### src/sv/kvt_pkg.sv
// Shared constants, codes and word types for the key/value table.
package kvt_pkg;

    localparam int CAPACITY = 16;
    localparam int COUNT_W  = $clog2(CAPACITY + 1);

    localparam logic [2:0] OP_ADD     = 3'd0;
    localparam logic [2:0] OP_REPLACE = 3'd1;
    localparam logic [2:0] OP_REMOVE  = 3'd2;
    localparam logic [2:0] OP_GET     = 3'd3;
    localparam logic [2:0] OP_HAS_KEY = 3'd4;
    localparam logic [2:0] OP_HAS_VAL = 3'd5;
    localparam logic [2:0] OP_CLEAR   = 3'd6;
    localparam logic [2:0] OP_COUNT   = 3'd7;

    localparam logic [1:0] ST_OK     = 2'd0;
    localparam logic [1:0] ST_ABSENT = 2'd1;
    localparam logic [1:0] ST_DUP    = 2'd2;
    localparam logic [1:0] ST_FULL   = 2'd3;

    typedef struct packed {
        logic [2:0]  operation;
        logic [31:0] key;
        logic [31:0] value_in;
    } kvt_req_t;

    typedef struct packed {
        logic [1:0]  status;
        logic [31:0] value_out;
        logic [4:0]  entry_count;
    } kvt_rsp_t;

    typedef struct packed {
        logic load_in;
        logic capture;
        logic commit;
    } kvt_cmd_t;

    typedef struct packed {
        logic rsp_busy;
    } kvt_stat_t;

endpackage

### src/sv/key_value_table.sv
// Top level of the key/value table: controller plus datapath.
// A request is registered at accept, captured with its compare results, then committed to the response register.
// Requests pass the compare stage then the write-back stage, one request at a time.
// A waiting response holds the write-back stage; the next request enters with its commit.
// Reset clears all valid marks, the entry count and the response valid flag at once.
module key_value_table (
    input  logic              clk,
    input  logic              rst_n,
    input  logic              req_valid,
    output logic              req_ready,
    input  kvt_pkg::kvt_req_t req,
    output logic              rsp_valid,
    input  logic              rsp_ready,
    output kvt_pkg::kvt_rsp_t rsp
);

    kvt_pkg::kvt_cmd_t  cmd;
    kvt_pkg::kvt_stat_t stat;

    kvt_ctrl u_ctrl (
        .clk       (clk),
        .rst_n     (rst_n),
        .req_valid (req_valid),
        .req_ready (req_ready),
        .stat      (stat),
        .cmd       (cmd)
    );

    kvt_datapath u_datapath (
        .clk       (clk),
        .rst_n     (rst_n),
        .cmd       (cmd),
        .stat      (stat),
        .req       (req),
        .rsp_valid (rsp_valid),
        .rsp_ready (rsp_ready),
        .rsp       (rsp)
    );

    a_no_back_to_back: assert property (@(posedge clk) disable iff (!rst_n)
        (req_valid && req_ready) |=> !req_ready)
        else $error("request accepted during compare");

    a_count_bound: assert property (@(posedge clk) disable iff (!rst_n)
        rsp_valid |-> (rsp.entry_count <= 5'(kvt_pkg::CAPACITY)))
        else $error("entry count above capacity");

    a_full_count: assert property (@(posedge clk) disable iff (!rst_n)
        (rsp_valid && (rsp.status == kvt_pkg::ST_FULL))
            |-> (rsp.entry_count == 5'(kvt_pkg::CAPACITY)))
        else $error("full status with free entries");

    a_get_only_value: assert property (@(posedge clk) disable iff (!rst_n)
        (rsp_valid && (rsp.status != kvt_pkg::ST_OK)) |-> (rsp.value_out == 32'd0))
        else $error("value returned on failed operation");

endmodule

### src/sv/kvt_ctrl.sv
// Sequencer for the key/value table: accept, compare, write back.
module kvt_ctrl (
    input  logic               clk,
    input  logic               rst_n,
    input  logic               req_valid,
    output logic               req_ready,
    input  kvt_pkg::kvt_stat_t stat,
    output kvt_pkg::kvt_cmd_t  cmd
);

    localparam logic [1:0] S_IDLE = 2'd0;
    localparam logic [1:0] S_CMP  = 2'd1;
    localparam logic [1:0] S_WB   = 2'd2;

    logic [1:0] state_reg;
    logic [1:0] state_next;
    logic       can_commit;
    logic       load_in;

    assign can_commit = (state_reg == S_WB) && !stat.rsp_busy;
    assign req_ready  = (state_reg == S_IDLE) || can_commit;
    assign load_in    = req_valid && req_ready;

    assign cmd.load_in = load_in;
    assign cmd.capture = (state_reg == S_CMP);
    assign cmd.commit  = can_commit;

    always_comb
    begin
        state_next = state_reg;
        case (state_reg)
            S_IDLE:
            begin
                if (load_in)
                    state_next = S_CMP;
            end
            S_CMP:
            begin
                state_next = S_WB;
            end
            S_WB:
            begin
                if (can_commit)
                    state_next = load_in ? S_CMP : S_IDLE;
            end
            default:
            begin
                state_next = S_IDLE;
            end
        endcase
    end

    always_ff @(posedge clk or negedge rst_n)
    begin
        if (!rst_n)
            state_reg <= S_IDLE;
        else
            state_reg <= state_next;
    end

endmodule

### src/sv/kvt_datapath.sv
// Entry store, parallel key/value compare, write-back and response register.
module kvt_datapath (
    input  logic               clk,
    input  logic               rst_n,
    input  kvt_pkg::kvt_cmd_t  cmd,
    output kvt_pkg::kvt_stat_t stat,
    input  kvt_pkg::kvt_req_t  req,
    output logic               rsp_valid,
    input  logic               rsp_ready,
    output kvt_pkg::kvt_rsp_t  rsp
);

    localparam int N = kvt_pkg::CAPACITY;
    localparam int CW = kvt_pkg::COUNT_W;

    logic [31:0]   key_store_reg [N];
    logic [31:0]   value_store_reg [N];
    logic [N-1:0]  valid_reg;
    logic [N-1:0]  valid_next;
    logic [CW-1:0] count_reg;
    logic [CW-1:0] count_next;

    kvt_pkg::kvt_req_t in_reg;

    logic [2:0]    op2_reg;
    logic [31:0]   key2_reg;
    logic [31:0]   val2_reg;
    logic [N-1:0]  hit_oh2_reg;
    logic          any_hit2_reg;
    logic          val_hit2_reg;
    logic [N-1:0]  free_oh2_reg;
    logic          full2_reg;

    logic [N-1:0]  key_hit;
    logic [N-1:0]  val_hit;
    logic [N-1:0]  free_inv;
    logic [N-1:0]  free_oh;

    logic          rsp_valid_reg;
    kvt_pkg::kvt_rsp_t rsp_reg;

    logic          add_en;
    logic          repl_en;
    logic [1:0]    status_c;
    logic [31:0]   vout_c;
    logic [31:0]   hit_value;

    always_comb
    begin
        for (int i = 0; i < N; i++)
        begin
            key_hit[i] = valid_reg[i] && (key_store_reg[i] == in_reg.key);
            val_hit[i] = valid_reg[i] && (value_store_reg[i] == in_reg.value_in);
        end
    end

    assign free_inv = ~valid_reg;
    assign free_oh  = free_inv & (~free_inv + N'(1));

    always_ff @(posedge clk)
    begin
        if (cmd.load_in)
            in_reg <= req;
        if (cmd.capture)
        begin
            op2_reg      <= in_reg.operation;
            key2_reg     <= in_reg.key;
            val2_reg     <= in_reg.value_in;
            hit_oh2_reg  <= key_hit;
            any_hit2_reg <= |key_hit;
            val_hit2_reg <= |val_hit;
            free_oh2_reg <= free_oh;
            full2_reg    <= (count_reg >= CW'(N));
        end
    end

    always_comb
    begin
        hit_value = '0;
        for (int i = 0; i < N; i++)
            hit_value = hit_value | (value_store_reg[i] & {32{hit_oh2_reg[i]}});
    end

    always_comb
    begin
        status_c   = kvt_pkg::ST_OK;
        vout_c     = '0;
        valid_next = valid_reg;
        count_next = count_reg;
        add_en     = 1'b0;
        repl_en    = 1'b0;
        case (op2_reg)
            kvt_pkg::OP_ADD:
            begin
                if (any_hit2_reg)
                    status_c = kvt_pkg::ST_DUP;
                else if (full2_reg)
                    status_c = kvt_pkg::ST_FULL;
                else
                begin
                    add_en     = 1'b1;
                    valid_next = valid_reg | free_oh2_reg;
                    count_next = CW'(count_reg + 1'b1);
                end
            end
            kvt_pkg::OP_REPLACE:
            begin
                if (any_hit2_reg)
                    repl_en = 1'b1;
                else
                    status_c = kvt_pkg::ST_ABSENT;
            end
            kvt_pkg::OP_REMOVE:
            begin
                if (any_hit2_reg)
                begin
                    valid_next = valid_reg & ~hit_oh2_reg;
                    count_next = CW'(count_reg - 1'b1);
                end
                else
                    status_c = kvt_pkg::ST_ABSENT;
            end
            kvt_pkg::OP_GET:
            begin
                if (any_hit2_reg)
                    vout_c = hit_value;
                else
                    status_c = kvt_pkg::ST_ABSENT;
            end
            kvt_pkg::OP_HAS_KEY:
            begin
                if (!any_hit2_reg)
                    status_c = kvt_pkg::ST_ABSENT;
            end
            kvt_pkg::OP_HAS_VAL:
            begin
                if (!val_hit2_reg)
                    status_c = kvt_pkg::ST_ABSENT;
            end
            kvt_pkg::OP_CLEAR:
            begin
                valid_next = '0;
                count_next = '0;
            end
            kvt_pkg::OP_COUNT:
            begin
                status_c = kvt_pkg::ST_OK;
            end
            default:
            begin
                status_c = kvt_pkg::ST_OK;
            end
        endcase
    end

    always_ff @(posedge clk)
    begin
        for (int i = 0; i < N; i++)
        begin
            if (cmd.commit && add_en && free_oh2_reg[i])
            begin
                key_store_reg[i]   <= key2_reg;
                value_store_reg[i] <= val2_reg;
            end
            else if (cmd.commit && repl_en && hit_oh2_reg[i])
                value_store_reg[i] <= val2_reg;
        end
        if (cmd.commit)
        begin
            rsp_reg.status      <= status_c;
            rsp_reg.value_out   <= vout_c;
            rsp_reg.entry_count <= 5'(count_next);
        end
    end

    always_ff @(posedge clk or negedge rst_n)
    begin
        if (!rst_n)
        begin
            valid_reg     <= '0;
            count_reg     <= '0;
            rsp_valid_reg <= 1'b0;
        end
        else
        begin
            if (cmd.commit)
            begin
                valid_reg <= valid_next;
                count_reg <= count_next;
            end
            if (cmd.commit)
                rsp_valid_reg <= 1'b1;
            else if (rsp_ready)
                rsp_valid_reg <= 1'b0;
        end
    end

    assign stat.rsp_busy = rsp_valid_reg && !rsp_ready;
    assign rsp_valid     = rsp_valid_reg;
    assign rsp           = rsp_reg;

endmodule
### config.mk
export PLATFORM = sky130hd
export DESIGN_NAME = key_value_table
export DESIGN_NICKNAME = d
export VERILOG_FILES = /design/src/sv/kvt_pkg.sv /design/src/sv/key_value_table.sv /design/src/sv/kvt_ctrl.sv /design/src/sv/kvt_datapath.sv
export SDC_FILE = /design/constraint.sdc
export NUM_CORES = 2
export LEC_CHECK = 0
export BUFFER_PORTS_ARGS = -buffer_cell sky130_fd_sc_hd__buf_2
export CAP_MARGIN = 40
export CORE_MARGIN = 4
export CORE_UTILIZATION = 63
export DETAILED_ROUTE_END_ITERATION = 7
export PLACE_DENSITY = 0.78
export SLEW_MARGIN = 20
export SYNTH_ARGS = -nofsm -noshare
export SYNTH_HDL_FRONTEND = slang
export SYNTH_SLANG_ARGS = --single-unit
export TNS_END_PERCENT = 50
### constraint.sdc
create_clock -name clk -period 7 [get_ports clk]
set_input_delay 2.1 -clock clk [delete_from_list [all_inputs] [get_ports clk]]
set_output_delay 2.1 -clock clk [all_outputs]
set_load 0.05 [all_outputs]
# Yosys cells after proc, flatten, opt, wreduce, memory -nomap -nowiden
# Memories as Yosys holds them, arrays and structs flattened.
# Cells that the tools add are included.
word_totals:
  mem_count: 2
  regBits: 232
  output_inout_bits: 41
  word_cells: 324
  ram_bits: 1024
op_classes:
  n_reduce_logical: 82
  magnitude_cmp: 1
  n_mux: 120
  addsub: 3
  n_bitwise: 53
  n_eq_ne: 45
mem_list:
  columns: ["memory", "depth", "word_bits", "read_ports", "rd_clocked_by_memory_dff", "wr", "line", "source"]
  rows:
  - ["u_datapath.key_store_reg", 16, 32, 16, 0, 16, "kvt_datapath.sv:16", "logic [31:0] key_store_reg [N];"]
  - ["u_datapath.value_store_reg", 16, 32, 16, 0, 16, "kvt_datapath.sv:17", "logic [31:0] value_store_reg [N];"]
ops:
  columns: ["op", "n"]
  rows:
  - ["== test 32 bit", 32]
  - ["bitwise AND 32 bit", 16]
  - ["two-way mux 32 bit", 16]
  - ["OR 32 bit", 15]
  - ["two-way mux 1 bit", 90]
  - ["logical AND 1 bit", 69]
  - ["two-way mux 16 bit", 3]
  - ["inverter 16 bit", 3]
  - ["case mux 16 bit (3 select lines)", 1]
  - ["bitwise AND 16 bit", 2]
  - ["OR reduction 16 bit", 2]
  - ["adder 16 x 1 -> 16 bit (second input constant)", 1]
  - ["OR 1 bit", 16]
  - ["OR 16 bit", 1]
  - ["two-way mux 5 bit", 3]
  - ["case mux 5 bit (3 select lines)", 1]
  - ["case mux 2 bit (3 select lines)", 2]
  - ["== test 3 bit (second input constant)", 3]
  - ["two-way mux 2 bit", 4]
  - ["== test 3 x 2 -> 1 bit (second input constant)", 2]
  - ["!= test 2 x 1 -> 1 bit (second input constant)", 3]
  - ["adder 5 x 1 -> 5 bit (second input constant)", 1]
  - [">= comparator 5 bit (second input constant)", 1]
  - ["AND reduction 5 bit", 1]
  - ["other kinds (13)", 16]

# Depth between registers and ports, before layout
# An unclocked memory read counts as a cell.
depth:
  depth_word: 17
  mapped_depth: 8
  depth_no_buf: 8

# Hierarchy
# Synthesis repeated with hierarchy kept, for this count alone.
unflattened:
  cells_unflattened: 3420
  area_unflattened_um2: 53761.6
modules_own_cells:
  columns: ["mod", "cells_per_inst", "area_each_um2", "n_inst"]
  rows:
  - ["kvt_datapath", 3408, 53635.2, 1]
  - ["kvt_ctrl", 12, 126.4, 1]

# Worst setup path before layout
# No wires, ideal clock.
synth_timing:
  path_kind: "register to register"
  from: "reg u_ctrl.state_reg[1]"
  to: "reg u_datapath.any_hit2_reg (enable)"
  t_arrival_ps: 4935
  required_ps: 6423
  path_stages_with_launch: 2
  n_path_buf: 0
  slack_ps: 1487
  path_cell_list: "dfrtp_1 -> nor2b_1"
synth_between:
  elab_chain_len: 1
synth_lines:
  columns: ["item", "line", "source"]
  rows:
  - ["from (decl)", "kvt_ctrl.sv:15", "logic [1:0] state_reg;"]
  - ["from (signal assigned)", "kvt_ctrl.sv:58", "state_reg <= state_next;"]
  - ["== test 2 x 1 -> 1 bit", "kvt_ctrl.sv:25", "assign cmd.capture = (state_reg == S_CMP);"]
  - ["to (signal assigned)", "kvt_datapath.sv:70", "any_hit2_reg <= |key_hit;"]
  - ["to (decl)", "kvt_datapath.sv:29", "logic any_hit2_reg;"]
# Every way passes these cells.
# A chain may end at the register's enable or synchronous reset.

# Worst setup path in the final report
layout_timing:
  from: "in rsp_ready"
  to: "out req_ready"
layout_between:
  elab_chain_len: 5
layout_lines:
  columns: ["item", "line", "source"]
  rows:
  - ["from (decl)", "key_value_table.sv:13", "input logic rsp_ready,"]
  - ["logical NOT 1 bit", "kvt_datapath.sv:198", "assign stat.rsp_busy = rsp_valid_reg && !rsp_ready;"]
  - ["logical AND 1 bit", "kvt_datapath.sv:198", null]
  - ["logical NOT 1 bit", "kvt_ctrl.sv:20", "assign can_commit = (state_reg == S_WB) && !stat.rsp_busy;"]
  - ["logical AND 1 bit", "kvt_ctrl.sv:20", null]
  - ["logical OR 1 bit", "kvt_ctrl.sv:21", "assign req_ready = (state_reg == S_IDLE) || can_commit;"]
  - ["to (decl)", "key_value_table.sv:10", "output logic req_ready,"]
# Every way passes these cells.

==> impl_metrics.py <==
metrics = {
    "min_path": {
        "min_path_type": "reg -> reg",
        "hp-start": "u_datapath.in_reg[66]",
        "worstHoldPathCells": 0,
    },
    "route": {
        "wl_per_cell_um": 39.3,
        "first_pass_iters": 8,
        "drc": 0,
        "antenna_left": 0,
        "wl_um": 191000,
        "via_per_inst": 7.12,
        "drt_iter0_markers": 6301,
        "dr_total_vias": 34500,
    },
    "worst_setup_path": {
        "arrival_ns": 2.75,
        "cp.required_ns": 4.90,
        "path_max_fanout": 3,
        "crit_start": "rsp_ready",
        "rrSetupSlack_ns": 2.95,
        "r2r-start": "u_datapath.op2_reg[1]",
        "worstSetupPathType": "in -> out",
        "worstSetupStartpointType": "input port",
        "cp-end-kind": "primary output",
        "r2r_cells": 6,
    },
    "logic_synthesis": {
        "synth_area_leader_cell": "edfxtp_1",
        "ys_top_cells_by_area": "edfxtp_1, xor2_1, nor4_1, xnor2_1, a221oi_1",
        "netlist.area_leader.share": 0.685,
        "ys_types": 53,
        "syn_nets": 3487,
        "ys_ff_latch": 1256,
        "synth_edf_count": 1232,
        "ys.flop_type": "edfxtp_1",
        "syn-cell-area_um2": 54000,
        "avgSynthCellArea_um2": 15.8,
        "synth.yosys.seq_area_share": 0.696,
        "synthCells": 3413,
        "ys_warn_count": 0,
        "async_reset_ff_frac": 0.0191,
    },
    "clocking": {
        "clock-sinks": 1256,
        "cts_max_level": 4,
        "clock_path_buffers": 3,
        "numCtsBuffers": 130,
        "cts_setup_buffers": 0,
        "insertion_delay_ns": 0.75,
        "ctsRootBufferMaster": "clkbuf_16",
        "postCtsHoldBufs": 0,
        "cts_resized": 0,
        "clk_pin_slew_ns": 0.06,
        "cts_tree": "yes",
    },
    "placed_design": {
        "dpl_cell_area_um2": 56400,
        "portBuffers": 111,
        "dp_hpwl_um": 126000,
        "placed_cells_incl_taps": 4607,
        "routabilityCongestion": 1.10,
    },
    "timing": {
        "setup_viol": 0,
        "period_needed_ns": 4.85,
        "worst_pin_slew_ns": 1.05,
        "slew_violations": 0,
        "slew_headroom": 0.293,
        "period_share": 0.694,
        "max_freq_ghz": 0.206,
        "hold_viol": 0,
        "rsz0062_at_grt": "false",
        "fin_tns_setup_ns": 0,
        "finalClockSkew_ns": 0.0228,
    },
    "floorplanning": {
        "dieHeight_um": 301,
        "row_count": 107,
        "initial_core_util": 0.634,
        "die_w_um": 301,
        "dieArea_um2": 90400,
        "io_pins": 112,
        "design.core.area_um2": 85100,
    },
    "grt": {
        "antenna_found_initial": 9,
        "grt_pass1_wl_um": 259000,
        "grt_overflow": 0,
        "grt_pass1_vias": 33400,
        "grt_use_total": 0.419,
        "grt_max_degree": 61,
    },
    "power_and_ir_drop": {
        "total_power_mw": 16.8,
        "vdd.ir_drop.worst_mv": 0.297,
        "p_leak_nw": 20.8,
        "cellPowerDensity_nw_per_um2": 277,
    },
    "finish": {
        "fillers": 5402,
        "drive_above_1_share": 0.131,
        "syn_to_final_growth_pct": 12.2,
        "multi_input_area_um2": 15100,
        "design_area_um2": 60600,
        "stdcell_count": 4849,
        "fin_nets": 3676,
        "regArea_um2": 37600,
    },
    "run_status": {
        "status": "completed",
    },
    "flow_run": {
        "cap_violations": 0,
    },
}
-- path summary, 6_finish.rpt --
| path | endpoint |
|---|---|
| worst min register to register | u_datapath.op2_reg[2] |
| worst max-delay path | req_ready |
| worst max register to register | u_datapath.value_store_reg[0][60] |
| max in group asynchronous | u_datapath.valid_reg[3] |
| worst min-delay path | u_datapath.op2_reg[2] |
| min in group asynchronous | u_datapath.count_reg[4] |
-- cells by family after synthesis --
group                      count (synthesis)  share of synthesized area
AOI/OAI and AO/OA                        385                     0.0544
buffers and inverters                    225                     0.0251
and+or+nand+nor                          519                     0.0565
adders and majority gates                  3                   0.000695
muxes                                      5                   0.000997
xor gates and xnor gates                1020                      0.166
DFF                                     1256                      0.696
-- worst max-delay path, stage by stage --
cell and delay [ns]:
buf_2 0.10, nor2b_1 0.04, a21oi_1 0.21, buf_2 0.31
-- layout by cell type (no fill, tap or decap), types with 58 or more instances in the layout --
| master | n |
|---|---|
| a221oi_1 | 96 |
| a22o_1 | 96 |
| a22oi_1 | 64 |
| buf_2 | 115 |
| buf_4 | 93 |
| clkbuf_16 | 133 |
| edfxtp_1 | 1232 |
| nor3_1 | 58 |
| nor4_1 | 210 |
| xnor2_1 | 109 |
| xor2_1 | 909 |
-- layout make-up --
cell class	count	share of cell area
clock buffer	163	0.0571
timing repair buffer	268	0.0390
sequential	1256	0.621
tap	1144	0.0236
clock inverter	69	0.00942
inverter	14	0.000867
multi-input combinational	1932	0.249
antenna	3	0.000124
-- cells in the mapped netlist (22+ instances only) --
library cell  instances
edfxtp_1           1232
xor2_1              909
nor4_1              212
clkbuf_1            109
xnor2_1             109
a221oi_1             96
a22o_1               96
a22oi_1              64
nor3_1               58
nand3_1              53
nand4_1              52
nor2_1               36
a31oi_1              35
buf_2                34
and3_1               33
o21ai_0              33
buf_4                29
dfrtp_1              24
a21oi_1              23
buf_6                22
-- report_power, final --
group          total [mW]  switching (mW)  internal, mW
logic                1.48            1.07         0.408
clock network        6.62            2.93          3.68
registers            8.70           0.234          8.47
-- stage by stage --
stage                      util  hold WS (ns)  worst slack [ns]
after floorplan               -         0.400              1.49
after global placement    0.651         0.407              1.48
after detailed placement  0.663         0.405              1.78
after CTS                 0.710         0.427              2.15
after global routing      0.711         0.435              2.09
final                     0.712         0.421              2.15
-- metal layers --
metal	global-route usage	vias to the layer above	share of wire
met5	0	-	0.00027
met4	0.331	6	0.10
met3	0.0875	891	0.13
met2	0.650	3376	0.45
met1	0.518	16900	0.32
li1	-	13300	-
No activity file was read; power rests on OpenSTA's default activity.
